File: src/hw/rtl/numeric_literal_recognizer_top_defines.svh
// Assertion macros shared by the numeric literal recognizer RTL.
// No dependencies; included by the modules that carry assertions.
`ifndef NUMERIC_LITERAL_RECOGNIZER_TOP_DEFINES_SVH
`define NUMERIC_LITERAL_RECOGNIZER_TOP_DEFINES_SVH

// Checked only outside reset.
`define NLR_ASSERT(lbl, prop, msg) \
  lbl: assert property (@(posedge clk_i) disable iff (!rst_ni) (prop)) else $error(msg);

// Checked at every edge, reset included.
`define NLR_ASSERT_ALWAYS(lbl, prop, msg) \
  lbl: assert property (@(posedge clk_i) (prop)) else $error(msg);

`endif

File: src/hw/rtl/nlr_pkg.sv
// Package for the numeric literal recognizer: state codes, character
// constants, the item type and the accepting-state function. No dependencies.
`timescale 1ns / 1ps

package nlr_pkg;

  localparam int unsigned StateW = 4;

  // Recognizer state codes
  localparam logic [StateW-1:0] ST_START = 4'd0;  // only spaces so far
  localparam logic [StateW-1:0] ST_MSIGN = 4'd1;  // mantissa sign
  localparam logic [StateW-1:0] ST_MINT  = 4'd2;  // integer digits
  localparam logic [StateW-1:0] ST_MDOT  = 4'd3;  // point, no digit yet
  localparam logic [StateW-1:0] ST_MFRAC = 4'd4;  // point and a digit
  localparam logic [StateW-1:0] ST_EXP   = 4'd5;  // exponent letter
  localparam logic [StateW-1:0] ST_ESIGN = 4'd6;  // exponent sign
  localparam logic [StateW-1:0] ST_EDIG  = 4'd7;  // exponent digits
  localparam logic [StateW-1:0] ST_TRAIL = 4'd8;  // trailing spaces
  localparam logic [StateW-1:0] ST_BAD   = 4'd9;  // invalid, absorbing

  // Character codes
  localparam logic [7:0] CH_SPACE = 8'h20;
  localparam logic [7:0] CH_PLUS  = 8'h2B;
  localparam logic [7:0] CH_MINUS = 8'h2D;
  localparam logic [7:0] CH_POINT = 8'h2E;
  localparam logic [7:0] CH_ZERO  = 8'h30;
  localparam logic [7:0] CH_NINE  = 8'h39;
  localparam logic [7:0] CH_E_UP  = 8'h45;
  localparam logic [7:0] CH_E_LO  = 8'h65;

  // One input item
  typedef struct packed {
    logic [7:0] character;
    logic       has_char;
    logic       last;
  } nlr_item_t;

  // Item handed to the state machine, with its fire strobe
  typedef struct packed {
    logic      fire;
    nlr_item_t item;
  } nlr_step_t;

  function automatic logic nlr_accepting(input logic [StateW-1:0] s);
    return (s == ST_MINT) || (s == ST_MFRAC) || (s == ST_EDIG) || (s == ST_TRAIL);
  endfunction

endpackage

File: src/hw/rtl/nlr_fsm.sv
// Recognizer state machine: state register, transition logic and verdict.
// Depends on nlr_pkg and numeric_literal_recognizer_top_defines.svh.
`timescale 1ns / 1ps
`include "numeric_literal_recognizer_top_defines.svh"

module nlr_fsm (
  input  logic              clk_i,
  input  logic              rst_ni,
  input  nlr_pkg::nlr_step_t step_i,
  output logic              is_valid_o
);
  import nlr_pkg::*;

  logic [StateW-1:0] state_q, state_d;
  logic [StateW-1:0] next_s;
  logic [7:0]        c;
  logic              digit, sign, point, expo, space;

  assign c     = step_i.item.character;
  assign digit = (c >= CH_ZERO) && (c <= CH_NINE);
  assign sign  = (c == CH_PLUS) || (c == CH_MINUS);
  assign point = (c == CH_POINT);
  assign expo  = (c == CH_E_UP) || (c == CH_E_LO);
  assign space = (c == CH_SPACE);

  // Transition on one character
  always_comb begin
    next_s = ST_BAD;
    if (space) begin
      if (state_q == ST_START) next_s = ST_START;
      else if (nlr_accepting(state_q)) next_s = ST_TRAIL;
      else next_s = ST_BAD;
    end else begin
      unique case (state_q)
        ST_START: begin
          if (sign) next_s = ST_MSIGN;
          else if (digit) next_s = ST_MINT;
          else if (point) next_s = ST_MDOT;
        end
        ST_MSIGN: begin
          if (digit) next_s = ST_MINT;
          else if (point) next_s = ST_MDOT;
        end
        ST_MINT: begin
          if (digit) next_s = ST_MINT;
          else if (point) next_s = ST_MFRAC;
          else if (expo) next_s = ST_EXP;
        end
        ST_MDOT: begin
          if (digit) next_s = ST_MFRAC;
        end
        ST_MFRAC: begin
          if (digit) next_s = ST_MFRAC;
          else if (expo) next_s = ST_EXP;
        end
        ST_EXP: begin
          if (sign) next_s = ST_ESIGN;
          else if (digit) next_s = ST_EDIG;
        end
        ST_ESIGN, ST_EDIG: begin
          if (digit) next_s = ST_EDIG;
        end
        default: next_s = ST_BAD;
      endcase
    end
  end

  // State after this item's character (empty items leave it alone)
  logic [StateW-1:0] post_s;
  assign post_s     = step_i.item.has_char ? next_s : state_q;
  assign is_valid_o = nlr_accepting(post_s);

  // A finished literal returns to start
  always_comb begin
    state_d = state_q;
    if (step_i.fire) begin
      state_d = step_i.item.last ? ST_START : post_s;
    end
  end

  always_ff @(posedge clk_i or negedge rst_ni) begin
    if (!rst_ni) begin
      state_q <= ST_START;
    end else begin
      state_q <= state_d;
    end
  end

  `NLR_ASSERT(a_state_legal, state_q <= ST_BAD, "state code out of range")
  `NLR_ASSERT(a_last_restarts, step_i.fire && step_i.item.last |=> state_q == ST_START,
              "state not back at start after a literal ended")
  `NLR_ASSERT(a_bad_absorbs, state_q == ST_BAD && !(step_i.fire && step_i.item.last)
              |=> state_q == ST_BAD, "invalid state left before literal end")

endmodule

File: src/hw/rtl/numeric_literal_recognizer_top.sv
// Top level of the numeric literal recognizer: input register, output register
// and handshakes. Depends on nlr_pkg, nlr_fsm and the assertion macro header.
`timescale 1ns / 1ps
`include "numeric_literal_recognizer_top_defines.svh"

// Usage:
//   Input channel: one character item per accepted cycle (in_valid_i high,
//   in_stall_o low). has_char_i = 0 marks an item with no character; last_i
//   ends the literal. Only an item with last_i gives a result.
//   Output channel: one is_valid_o item per literal, taken when out_valid_o
//   is high and out_stall_i low.
//   Throughput: one item per clock, sustained, as long as results are taken.
//   Path: a last item goes through the input register, then its result is registered in the output register.
//   The state machine updates in the cycle an item leaves the input register.
//   Stalls: a pending result held by out_stall_i blocks only a following last
//   item in the input register; items without last keep flowing through.
//   Reset (rst_ni low, asynchronous) empties both registers and returns the
//   recognizer to its start state; no result is pending afterwards.
module numeric_literal_recognizer_top (
  input  logic       clk_i,
  input  logic       rst_ni,
  input  logic       in_valid_i,
  output logic       in_stall_o,
  input  logic [7:0] character_i,
  input  logic       has_char_i,
  input  logic       last_i,
  output logic       out_valid_o,
  input  logic       out_stall_i,
  output logic       is_valid_o
);
  import nlr_pkg::*;

  logic      in_vld_q, in_vld_d;
  nlr_item_t in_q;
  logic      out_vld_q, out_vld_d;
  logic      is_valid_q;
  logic      out_free;
  logic      advance;
  logic      in_take;
  logic      verdict;
  nlr_step_t step;

  // Input register moves on unless a result would overwrite a held one
  assign out_free   = !out_vld_q || !out_stall_i;
  assign advance    = in_vld_q && (!in_q.last || out_free);
  assign in_stall_o = in_vld_q && !advance;
  assign in_take    = in_valid_i && !in_stall_o;

  assign step.fire = advance;
  assign step.item = in_q;

  nlr_fsm u_fsm (
    .clk_i     (clk_i),
    .rst_ni    (rst_ni),
    .step_i    (step),
    .is_valid_o(verdict)
  );

  // Valid flags
  always_comb begin
    in_vld_d = in_take ? 1'b1 : (advance ? 1'b0 : in_vld_q);
    out_vld_d = out_vld_q && out_stall_i;
    if (advance && in_q.last) out_vld_d = 1'b1;
  end

  always_ff @(posedge clk_i or negedge rst_ni) begin
    if (!rst_ni) begin
      in_vld_q  <= 1'b0;
      out_vld_q <= 1'b0;
    end else begin
      in_vld_q  <= in_vld_d;
      out_vld_q <= out_vld_d;
    end
  end

  // Payload registers
  always_ff @(posedge clk_i) begin
    if (in_take) begin
      in_q.character <= character_i;
      in_q.has_char  <= has_char_i;
      in_q.last      <= last_i;
    end
    if (advance && in_q.last) begin
      is_valid_q <= verdict;
    end
  end

  assign out_valid_o = out_vld_q;
  assign is_valid_o  = is_valid_q;

  `NLR_ASSERT(a_stall_cause, in_stall_o |-> out_vld_q && out_stall_i && in_q.last,
              "input stalled without a held result")
  `NLR_ASSERT(a_nonlast_no_result, out_vld_q && !out_stall_i && !(advance && in_q.last)
              |=> !out_vld_q, "result appeared without a last item")
  `NLR_ASSERT(a_result_held, out_vld_q && out_stall_i |=> out_vld_q && $stable(is_valid_o),
              "stalled result changed or dropped")

endmodule
File: config.mk
export PLATFORM = sky130hd
export DESIGN_NAME = numeric_literal_recognizer_top
export DESIGN_NICKNAME = d
export VERILOG_FILES = /design/src/hw/rtl/nlr_pkg.sv /design/src/hw/rtl/nlr_fsm.sv /design/src/hw/rtl/numeric_literal_recognizer_top.sv
export VERILOG_INCLUDE_DIRS = /design/src /design/src/hw/rtl
export SDC_FILE = /design/constraint.sdc
export NUM_CORES = 1
export LEC_CHECK = 0
export ABC_AREA = 1
export BUFFER_PORTS_ARGS = -buffer_cell sky130_fd_sc_hd__buf_2
export CORE_MARGIN = 10
export CORE_UTILIZATION = 55
export CTS_CLUSTER_SIZE = 10
export DETAILED_ROUTE_END_ITERATION = 10
export HOLD_SLACK_MARGIN = 0.06
export PLACE_DENSITY = 0.89
export SYNTH_ARGS = -nofsm -noshare
export SYNTH_HDL_FRONTEND = slang
export SYNTH_HIERARCHICAL = 1
export SYNTH_SLANG_ARGS = --single-unit
File: constraint.sdc
create_clock -name clk_i -period 2 [get_ports clk_i]
set_input_delay 0.5 -clock clk_i [delete_from_list [all_inputs] [get_ports clk_i]]
set_output_delay 0.5 -clock clk_i [all_outputs]
set_load 0.01 [all_outputs]
==> run summary, run 1 <==
Status -> finished clean
Setup crit start kind -> register
WL per Instance -> 13.9 µm
Inserted Clock Buffers -> 3
Final nets -> 207
Max Slew Vio Count -> 0
RSZ-0062 raised after global routing -> yes
Top cells by count, synth -> nand2_1 (53), inv_1 (19), nand3_1 (19), nor2_1 (19), edfxtp_1 (11)
Mux contribution to synthesized area -> 0%
Layout area overhead -> 22.6%
Sw frac -> 34.7%
Crit path cell chain -> o21ai_2 > nand2_4 > nand2_2 > nand2_1 > nor2_1 > nand3_1 > nand2_1 > nand2_2 > nand2_1 > nand2_1 > nor2_1 > nor2_1
Top layer in use -> met4
Yosys top cell by area -> edfxtp_1
First-pass GRT wire length -> 4730 µm
Post-synthesis cell type count -> 20
Layout cell share with drive strength beyond 1 -> 34.9%
Critical path origin -> in_q[3]
Setup violators final -> 0
R2R Path Start -> in_q[3]
Synth top area cells -> edfxtp_1 (28%), nand2_1 (17%), dfrtp_1 (13%)
Most used cell, CP -> nand2_1
Data arrival time of the worst path -> 2040 ps
Yosys warning total -> 6
Register area share after synthesis -> 41.2%
Synth Area in Adders -> 0%
Clock power share -> 19.8%
Number of max-cap violations -> 0
Top-area cell type share of the netlist area -> 28.4%
Die Wd -> 66.0 µm
Reg area -> 480 µm²
Met2 WL post-DR -> 1480 µm
Slew @ Worst Pin -> 312 ps
Final worst slack -> 24.6 ps
Power Internal -> 0.000595 W
Seq pwr share -> 48.5%
Core Region -> 1980 µm²
Largest family of logic cells by synthesized area -> simple AND/OR/NAND/NOR gates
Hold crit path type -> in2reg
CP max stage cell -> edfxtp_1
GPL Wtd Cong -> 0.939
Dpl ws -> 149 ps
Initial antenna violation count -> 0
Dpl cells -> 208
Worst-case clock buffer depth -> 2
Compound-gate portion of the synthesized area -> 5.91%
Post-DRT Antenna Nets -> 0
Share of the clock period used by the worst path -> 98.8%
Root Driver -> clkbuf_4
XOR/XNOR Fraction of Synth Area -> 0%
Initial Util -> 58.8%
DRT met1 WL -> 1260 µm
Diode count -> 0
Num rows -> 16
Final core occ -> 72.0%
CTS tree -> yes
Worst-path clk slew -> 90 ps
Hold path startpoint -> character_i[1]
Area share of and/or/nand/nor cells after synthesis -> 45.1%
Drt total wl -> 3030 µm
Max VDD drop -> 0.000612 V
CTS H-tree depth -> 1
Critical Path RT -> 2060 ps
Synth Register Bits -> 17
Buffers added on ports -> 16
Vias per cell -> 5.38
Total GRT Usage -> 13.6%
Cells after synthesis -> 164
Top-count cell post-synth -> nand2_1
DP HPWL -> 2120 µm
IO Count -> 17
Fillers -> 148
GRT overflow -> 0
EDFF count, synth -> 11
Final Non-Filler Cells -> 219
Final Hold Vio Count -> 0
Netlist Area Pre-Place -> 1160 µm²
DRT iter0 DRCs -> 75
Worst-Skew Late Latency -> 300 ps
Footprint of the multi-input gates -> 649 µm²
Critical path type -> reg2reg
Worst Path Max Fanout -> 8
Post-layout min period -> 1980 ps
Clock sink count -> 17
Setup TNS -> 0 ps
Relative slew slack -> 79.2%
DRC -> 0
DR WL met3 -> 215 µm
Endpoint class of the critical path -> register
Worst hold slack -> 371 ps
Synth Net Count -> 178
Vias in the first global route -> 1115
Die height -> 66.0 µm
Power per cell area -> 638 nW/µm²
Die area -> 4360 µm²
Fin Clk Skew -> 1.61 ps
Largest net degree at the start of global routing -> 11
Max Clock Freq -> 506 MHz
Asr flop ratio synth -> 35.3%
Vias -> 1179
NetSw -> 0.000316 W
Leakage dissipation -> 0.755 nW
Drt pass-1 iters -> 4
Worst path max stage delay -> 540 ps
Synthesized area per cell -> 7.10 µm²
Combinational power share -> 31.8%
Main synth FF type -> edfxtp_1
==> area by class of cell <==
| cell class | count | share of cell area (%) |
|---|---|---|
| Sequential cell | 17 | 33.7 |
| Tap cell | 27 | 2.37 |
| Clock inverter | 1 | 0.351 |
| Clock buffer | 3 | 1.58 |
| Timing Repair Buffer | 24 | 10.3 |
| Inverter | 24 | 6.31 |
| Multi-Input combinational cell | 123 | 45.5 |
==> metrics by stage <==
| step | area, µm² | power (W) |
|---|---|---|
| 6_report | 1430 | 0.000911 |
| 4_1_cts | 1320 | 0.000866 |
| 3_5_place_dp | 1290 | 0.000686 |
| 5_1_grt | 1430 | 0.000966 |
| 2_1_floorplan | 1160 | 0.000620 |
| 3_3_place_gp | 1290 | 0.000676 |
==> critical path: cells and delay by family, from the launching register on <==
family           cells  cell delay, ps
flip-flops           1             540
AND/OR/NAND/NOR     11             960
AO/OA/AOI/OAI        1             250
==> placed cells by master, fill, tap and decap left out <==
cell type	netlist	final
o21ai_2	1	1
buf_4	0	6
o21ai_0	1	1
edfxtp_1	11	11
dlygate4sd3_1	0	1
o22ai_1	3	3
a21oi_1	1	1
nand2_2	8	16
clkinv_2	0	1
nand4_1	3	3
o21ai_1	1	1
inv_2	5	5
a21boi_1	1	1
dfrtp_1	6	6
buf_6	0	1
inv_1	19	19
a21oi_2	1	1
nand3_1	19	17
nand2_4	0	2
nor2_4	3	4
o211a_1	1	1
clkbuf_4	0	3
nor2_2	6	7
nand2_1	53	43
nor2_1	19	17
nand3_2	2	4
buf_2	0	16
==> what timing repair did <==
action                                  4_1_cts  5_1_grt
hold buffers                                  1        0
setup buffers                                 0        6
gates resized for setup                       0       18
endpoints found under the setup margin        0        1
endpoints found under the hold margin         6        0
==> flip-flops by register name (all words and copies together), names as in the netlist <==
| name | cells |
|---|---|
| out_valid_o | 1 |
| in_vld_q | 1 |
| is_valid_o | 1 |
| u_fsm/state_q | 4 |
| in_q | 10 |
==> final timing paths <==
kind	slack, ps	cells after the start	to
worst max-delay path	20	12	is_valid_o
worst min-delay path	370	1	in_q[3]
worst max register to register	20	12	is_valid_o
worst min register to register	570	2	out_valid_o
max in group asynchronous	1300	2	in_vld_q
min in group asynchronous	560	2	u_fsm/state_q[3]
==> per-layer routing <==
| metal | track usage [%] | up-vias |
|---|---|---|
| li1 | - | 588 |
| met1 | 15.1 | 530 |
| met2 | 23.1 | 53 |
| met3 | 3.22 | 8 |
| met4 | 8.12 | 0 |
| met5 | 0 | - |
==> cell families after synthesis <==
| logic type | Yosys count |
|---|---|
| DFF | 17 |
| buffers and inverters | 24 |
| AOI/OAI and AO/OA | 10 |
| and+or+nand+nor | 113 |
==> power groups by stage <==
| stage | clock [W] | sequential, W | combinational, W |
|---|---|---|---|
| 2_1_floorplan | 0 | 0.000443 | 0.000177 |
| 3_3_place_gp | 0 | 0.000444 | 0.000232 |
| 3_5_place_dp | 0 | 0.000447 | 0.000239 |
| 4_1_cts | 0.000184 | 0.000439 | 0.000242 |
| 5_1_grt | 0.000195 | 0.000444 | 0.000327 |
| 6_report | 0.000180 | 0.000441 | 0.000289 |
No activity file was read; power rests on OpenSTA's default activity.
==> run 2, diff against run 1 <==
--- a/config.mk
+++ b/config.mk
@@ -7,14 +7,15 @@
 export NUM_CORES = 1
 export LEC_CHECK = 0
 export ABC_AREA = 1
+export ABC_CLOCK_PERIOD_IN_PS = 2000
 export BUFFER_PORTS_ARGS = -buffer_cell sky130_fd_sc_hd__buf_2
 export CORE_MARGIN = 10
 export CORE_UTILIZATION = 55
 export CTS_CLUSTER_SIZE = 10
 export DETAILED_ROUTE_END_ITERATION = 10
 export HOLD_SLACK_MARGIN = 0.06
-export PLACE_DENSITY = 0.89
+export PLACE_DENSITY = 0.9
+export SKIP_LAST_GASP = 1
 export SYNTH_ARGS = -nofsm -noshare
 export SYNTH_HDL_FRONTEND = slang
-export SYNTH_HIERARCHICAL = 1
 export SYNTH_SLANG_ARGS = --single-unit
==> run 2 against run 1 <==
Net effect: area after synthesis shrank 6.1%; clock skew grew 3.6 ps; power shrank 9.3%; combinational power shrank 24%.
==> run summary, run 2 <==
Status -> finished clean (unchanged)
Largest family of logic cells by synthesized area -> simple AND/OR/NAND/NOR gates (unchanged)
Mux contribution to synthesized area -> 0% (unchanged)
Worst Path Max Fanout -> 4 (was 8)
Number of max-cap violations -> 0 (unchanged)
First-pass GRT wire length -> 4420 µm (was 4730 µm)
Hold crit path type -> in2reg (unchanged)
CTS H-tree depth -> 1 (unchanged)
XOR/XNOR Fraction of Synth Area -> 0% (unchanged)
Top layer in use -> met4 (unchanged)
Main synth FF type -> edfxtp_1 (unchanged)
Vias -> 1124 (was 1179)
Yosys top cell by area -> edfxtp_1 (unchanged)
Met2 WL post-DR -> 1320 µm (was 1480 µm)
Num rows -> 16 (unchanged)
Dpl ws -> 178 ps (was 149 ps)
Drt pass-1 iters -> 4 (unchanged)
Clock sink count -> 17 (unchanged)
EDFF count, synth -> 11 (unchanged)
Asr flop ratio synth -> 35.3% (unchanged)
Synth Area in Adders -> 0% (unchanged)
Total power -> 0.000826 W (was 0.000911 W)
GPL Wtd Cong -> 1.10 (was 0.939)
Slew @ Worst Pin -> 299 ps (was 312 ps)
Cell Area, Placed -> 1210 µm² (was 1290 µm²)
Power per cell area -> 632 nW/µm² (was 638 nW/µm²)
Synth top area cells -> edfxtp_1 (30%), nand2_1 (15%), dfrtp_1 (14%) (was edfxtp_1 (28%), nand2_1 (17%), dfrtp_1 (13%))
Setup crit start kind -> register (unchanged)
Post-DRT Antenna Nets -> 0 (unchanged)
DP HPWL -> 1970 µm (was 2120 µm)
Core Region -> 1920 µm² (was 1980 µm²)
Final Hold Vio Count -> 0 (unchanged)
Worst hold slack -> 396 ps (was 371 ps)
DR WL met3 -> 203 µm (was 215 µm)
Netlist Area Pre-Place -> 1090 µm² (was 1160 µm²)
DRT iter0 DRCs -> 54 (was 75)
Inserted Clock Buffers -> 3 (unchanged)
Vias in the first global route -> 1084 (was 1115)
Total GRT Usage -> 12.7% (was 13.6%)
Synth Register Bits -> 17 (unchanged)
Share of the clock period used by the worst path -> 92.7% (was 98.8%)
R2R setup slack -> 150 ps (was 20 ps)
Data arrival time of the worst path -> 1900 ps (was 2040 ps)
Setup violators final -> 0 (unchanged)
DRC -> 0 (unchanged)
Vias per cell -> 5.51 (was 5.38)
Register area share after synthesis -> 43.9% (was 41.2%)
Worst-Skew Late Latency -> 280 ps (was 300 ps)
Fin Clk Skew -> 5.24 ps (was 1.61 ps)
Diode count -> 0 (unchanged)
Critical Path RT -> 2050 ps (was 2060 ps)
Most common cell after layout, fill and taps aside -> nand2_1 (unchanged)
Max Clock Freq -> 539 MHz (was 506 MHz)
Top-count cell post-synth -> nand2_1 (unchanged)
Yosys warning total -> 0 (was 6)
Relative slew slack -> 79.9% (was 79.2%)
Top Registers -> in_q (10), u_fsm.state_q (4) (was in_q (10), u_fsm/state_q (4))
Max reg flops -> 10 (unchanged)
Synth Net Count -> 166 (was 178)
Die Wd -> 64.6 µm (was 66.0 µm)
Buffers added on ports -> 16 (unchanged)
Die height -> 64.6 µm (was 66.0 µm)
Max Slew Vio Count -> 0 (unchanged)
Final Cell Area -> 1310 µm² (was 1430 µm²)
Fillers -> 143 (was 148)
CTS tree -> yes (unchanged)
Root Driver -> clkbuf_4 (unchanged)
Endpoint class of the critical path -> register (unchanged)
DRT met1 WL -> 1060 µm (was 1260 µm)
Most frequent cells in the layout -> nand2_1 (42), nor2_1 (21), inv_1 (18) (was nand2_1 (43), inv_1 (19), nand3_1 (17), nor2_1 (17))
WL per Instance -> 12.9 µm (was 13.9 µm)
Die area -> 4170 µm² (was 4360 µm²)
Synthesized area per cell -> 7.19 µm² (was 7.10 µm²)
Final worst slack -> 145 ps (was 24.6 ps)
CP Buf/Inv Count -> 1 (was 0)
Critical path type -> reg2reg (unchanged)
Top reg by flops -> in_q (unchanged)
CP max stage cell -> edfxtp_1 (unchanged)
Layout area overhead -> 19.6% (was 22.6%)
Worst-case clock buffer depth -> 2 (unchanged)
Area share of and/or/nand/nor cells after synthesis -> 40.8% (was 45.1%)
Final nets -> 192 (was 207)
Top cells by count, synth -> nand2_1 (43), nor2_1 (23), inv_1 (18) (was nand2_1 (53), inv_1 (19), nand3_1 (19), nor2_1 (19), edfxtp_1 (11))
Post-layout min period -> 1850 ps (was 1980 ps)
Compound-gate portion of the synthesized area -> 7.67% (was 5.91%)
IO Count -> 17 (unchanged)
Crit path cell chain -> inv_1 > nand2_1 > nor2_1 > nand2_1 > a21oi_1 > nor2_1 > nand2_1 > nand2_2 > nand2_2 > nand2_2 > nand2_1 > nand2_1 > nor2_1 > nor2_1 (was o21ai_2 > nand2_4 > nand2_2 > nand2_1 > nor2_1 > nand3_1 > nand2_1 > nand2_2 > nand2_1 > nand2_1 > nor2_1 > nor2_1)
CP top delay family -> simple AND/OR/NAND/NOR gates (unchanged)
Layout cell share with drive strength beyond 1 -> 24.9% (was 34.9%)
Worst path max stage delay -> 480 ps (was 540 ps)
Most used cell, CP -> nand2_1 (unchanged)
Drt total wl -> 2630 µm (was 3030 µm)
Worst-path clk slew -> 90 ps (about the same)
Largest net degree at the start of global routing -> 11 (unchanged)
Max VDD drop -> 0.000579 V (was 0.000612 V)
GRT overflow -> 0 (unchanged)
Cells after synthesis -> 152 (was 164)
Setup TNS -> 0 ps (unchanged)
Leakage dissipation -> 0.643 nW (was 0.755 nW)
Initial antenna violation count -> 0 (unchanged)
Top-area cell type share of the netlist area -> 30.2% (was 28.4%)
Post-synthesis cell type count -> 20 (unchanged)
Initial Util -> 56.9% (was 58.8%)
[run 2: timing repair]
item                       CTS  global route
setup endpoints to repair    0             1
buffers inserted             0             3
gates resized for setup      0             8
hold buffers                 1             0
hold endpoints to repair     6             0
[run 2: per-stage QoR]
stage | utilization [%] | cells
after floorplan | - | 152
after CTS | 65.1 | 201
after detailed placement | 63.2 | 196
final | 68.0 | 204
after global routing | 68.0 | 204
after global placement | 63.2 | 196
[run 2: cell type report]
| class | instances | area [µm²] | share of cell area, % |
|---|---|---|---|
| Clock buffer | 4 | 26.3 | 2.01 |
| Inverter | 22 | 82.6 | 6.32 |
| Multi-Input combinational cell | 113 | 564 | 43.2 |
| Sequential cell | 17 | 480 | 36.7 |
| Tap cell | 27 | 33.8 | 2.58 |
| Timing Repair Buffer | 21 | 120 | 9.19 |
[run 2: cells by family after synthesis]
family	after synthesis
compound gates	15
flops	17
simple gates	98
buf+inv	22
[run 2: metal layers]
| layer | vias to the layer above | GRT usage, % |
|---|---|---|
| li1 | 541 | - |
| met1 | 510 | 13.9 |
| met2 | 65 | 21.4 |
| met3 | 8 | 2.23 |
| met4 | 0 | 9.63 |
| met5 | - | 0 |
[run 2: power by group]
group | total [W] | leakage (nW) | switching [W] | internal [W]
Sequential | 0.000435 | 0.184 | 0.0000292 | 0.000406
Clock | 0.000170 | 0.0150 | 0.0000927 | 0.0000772
Combinational | 0.000220 | 0.444 | 0.000138 | 0.0000821
[run 2: path summary, 6_finish.rpt]
check,cells past startpoint,start,to
max in group asynchronous,2,rst_ni,u_fsm.state_q[1]
max,14,in_q[3],is_valid_o
max reg2reg,14,in_q[3],is_valid_o
min in group asynchronous,2,rst_ni,u_fsm.state_q[0]
min,1,last_i,in_q[0]
min reg2reg,2,out_valid_o,out_valid_o
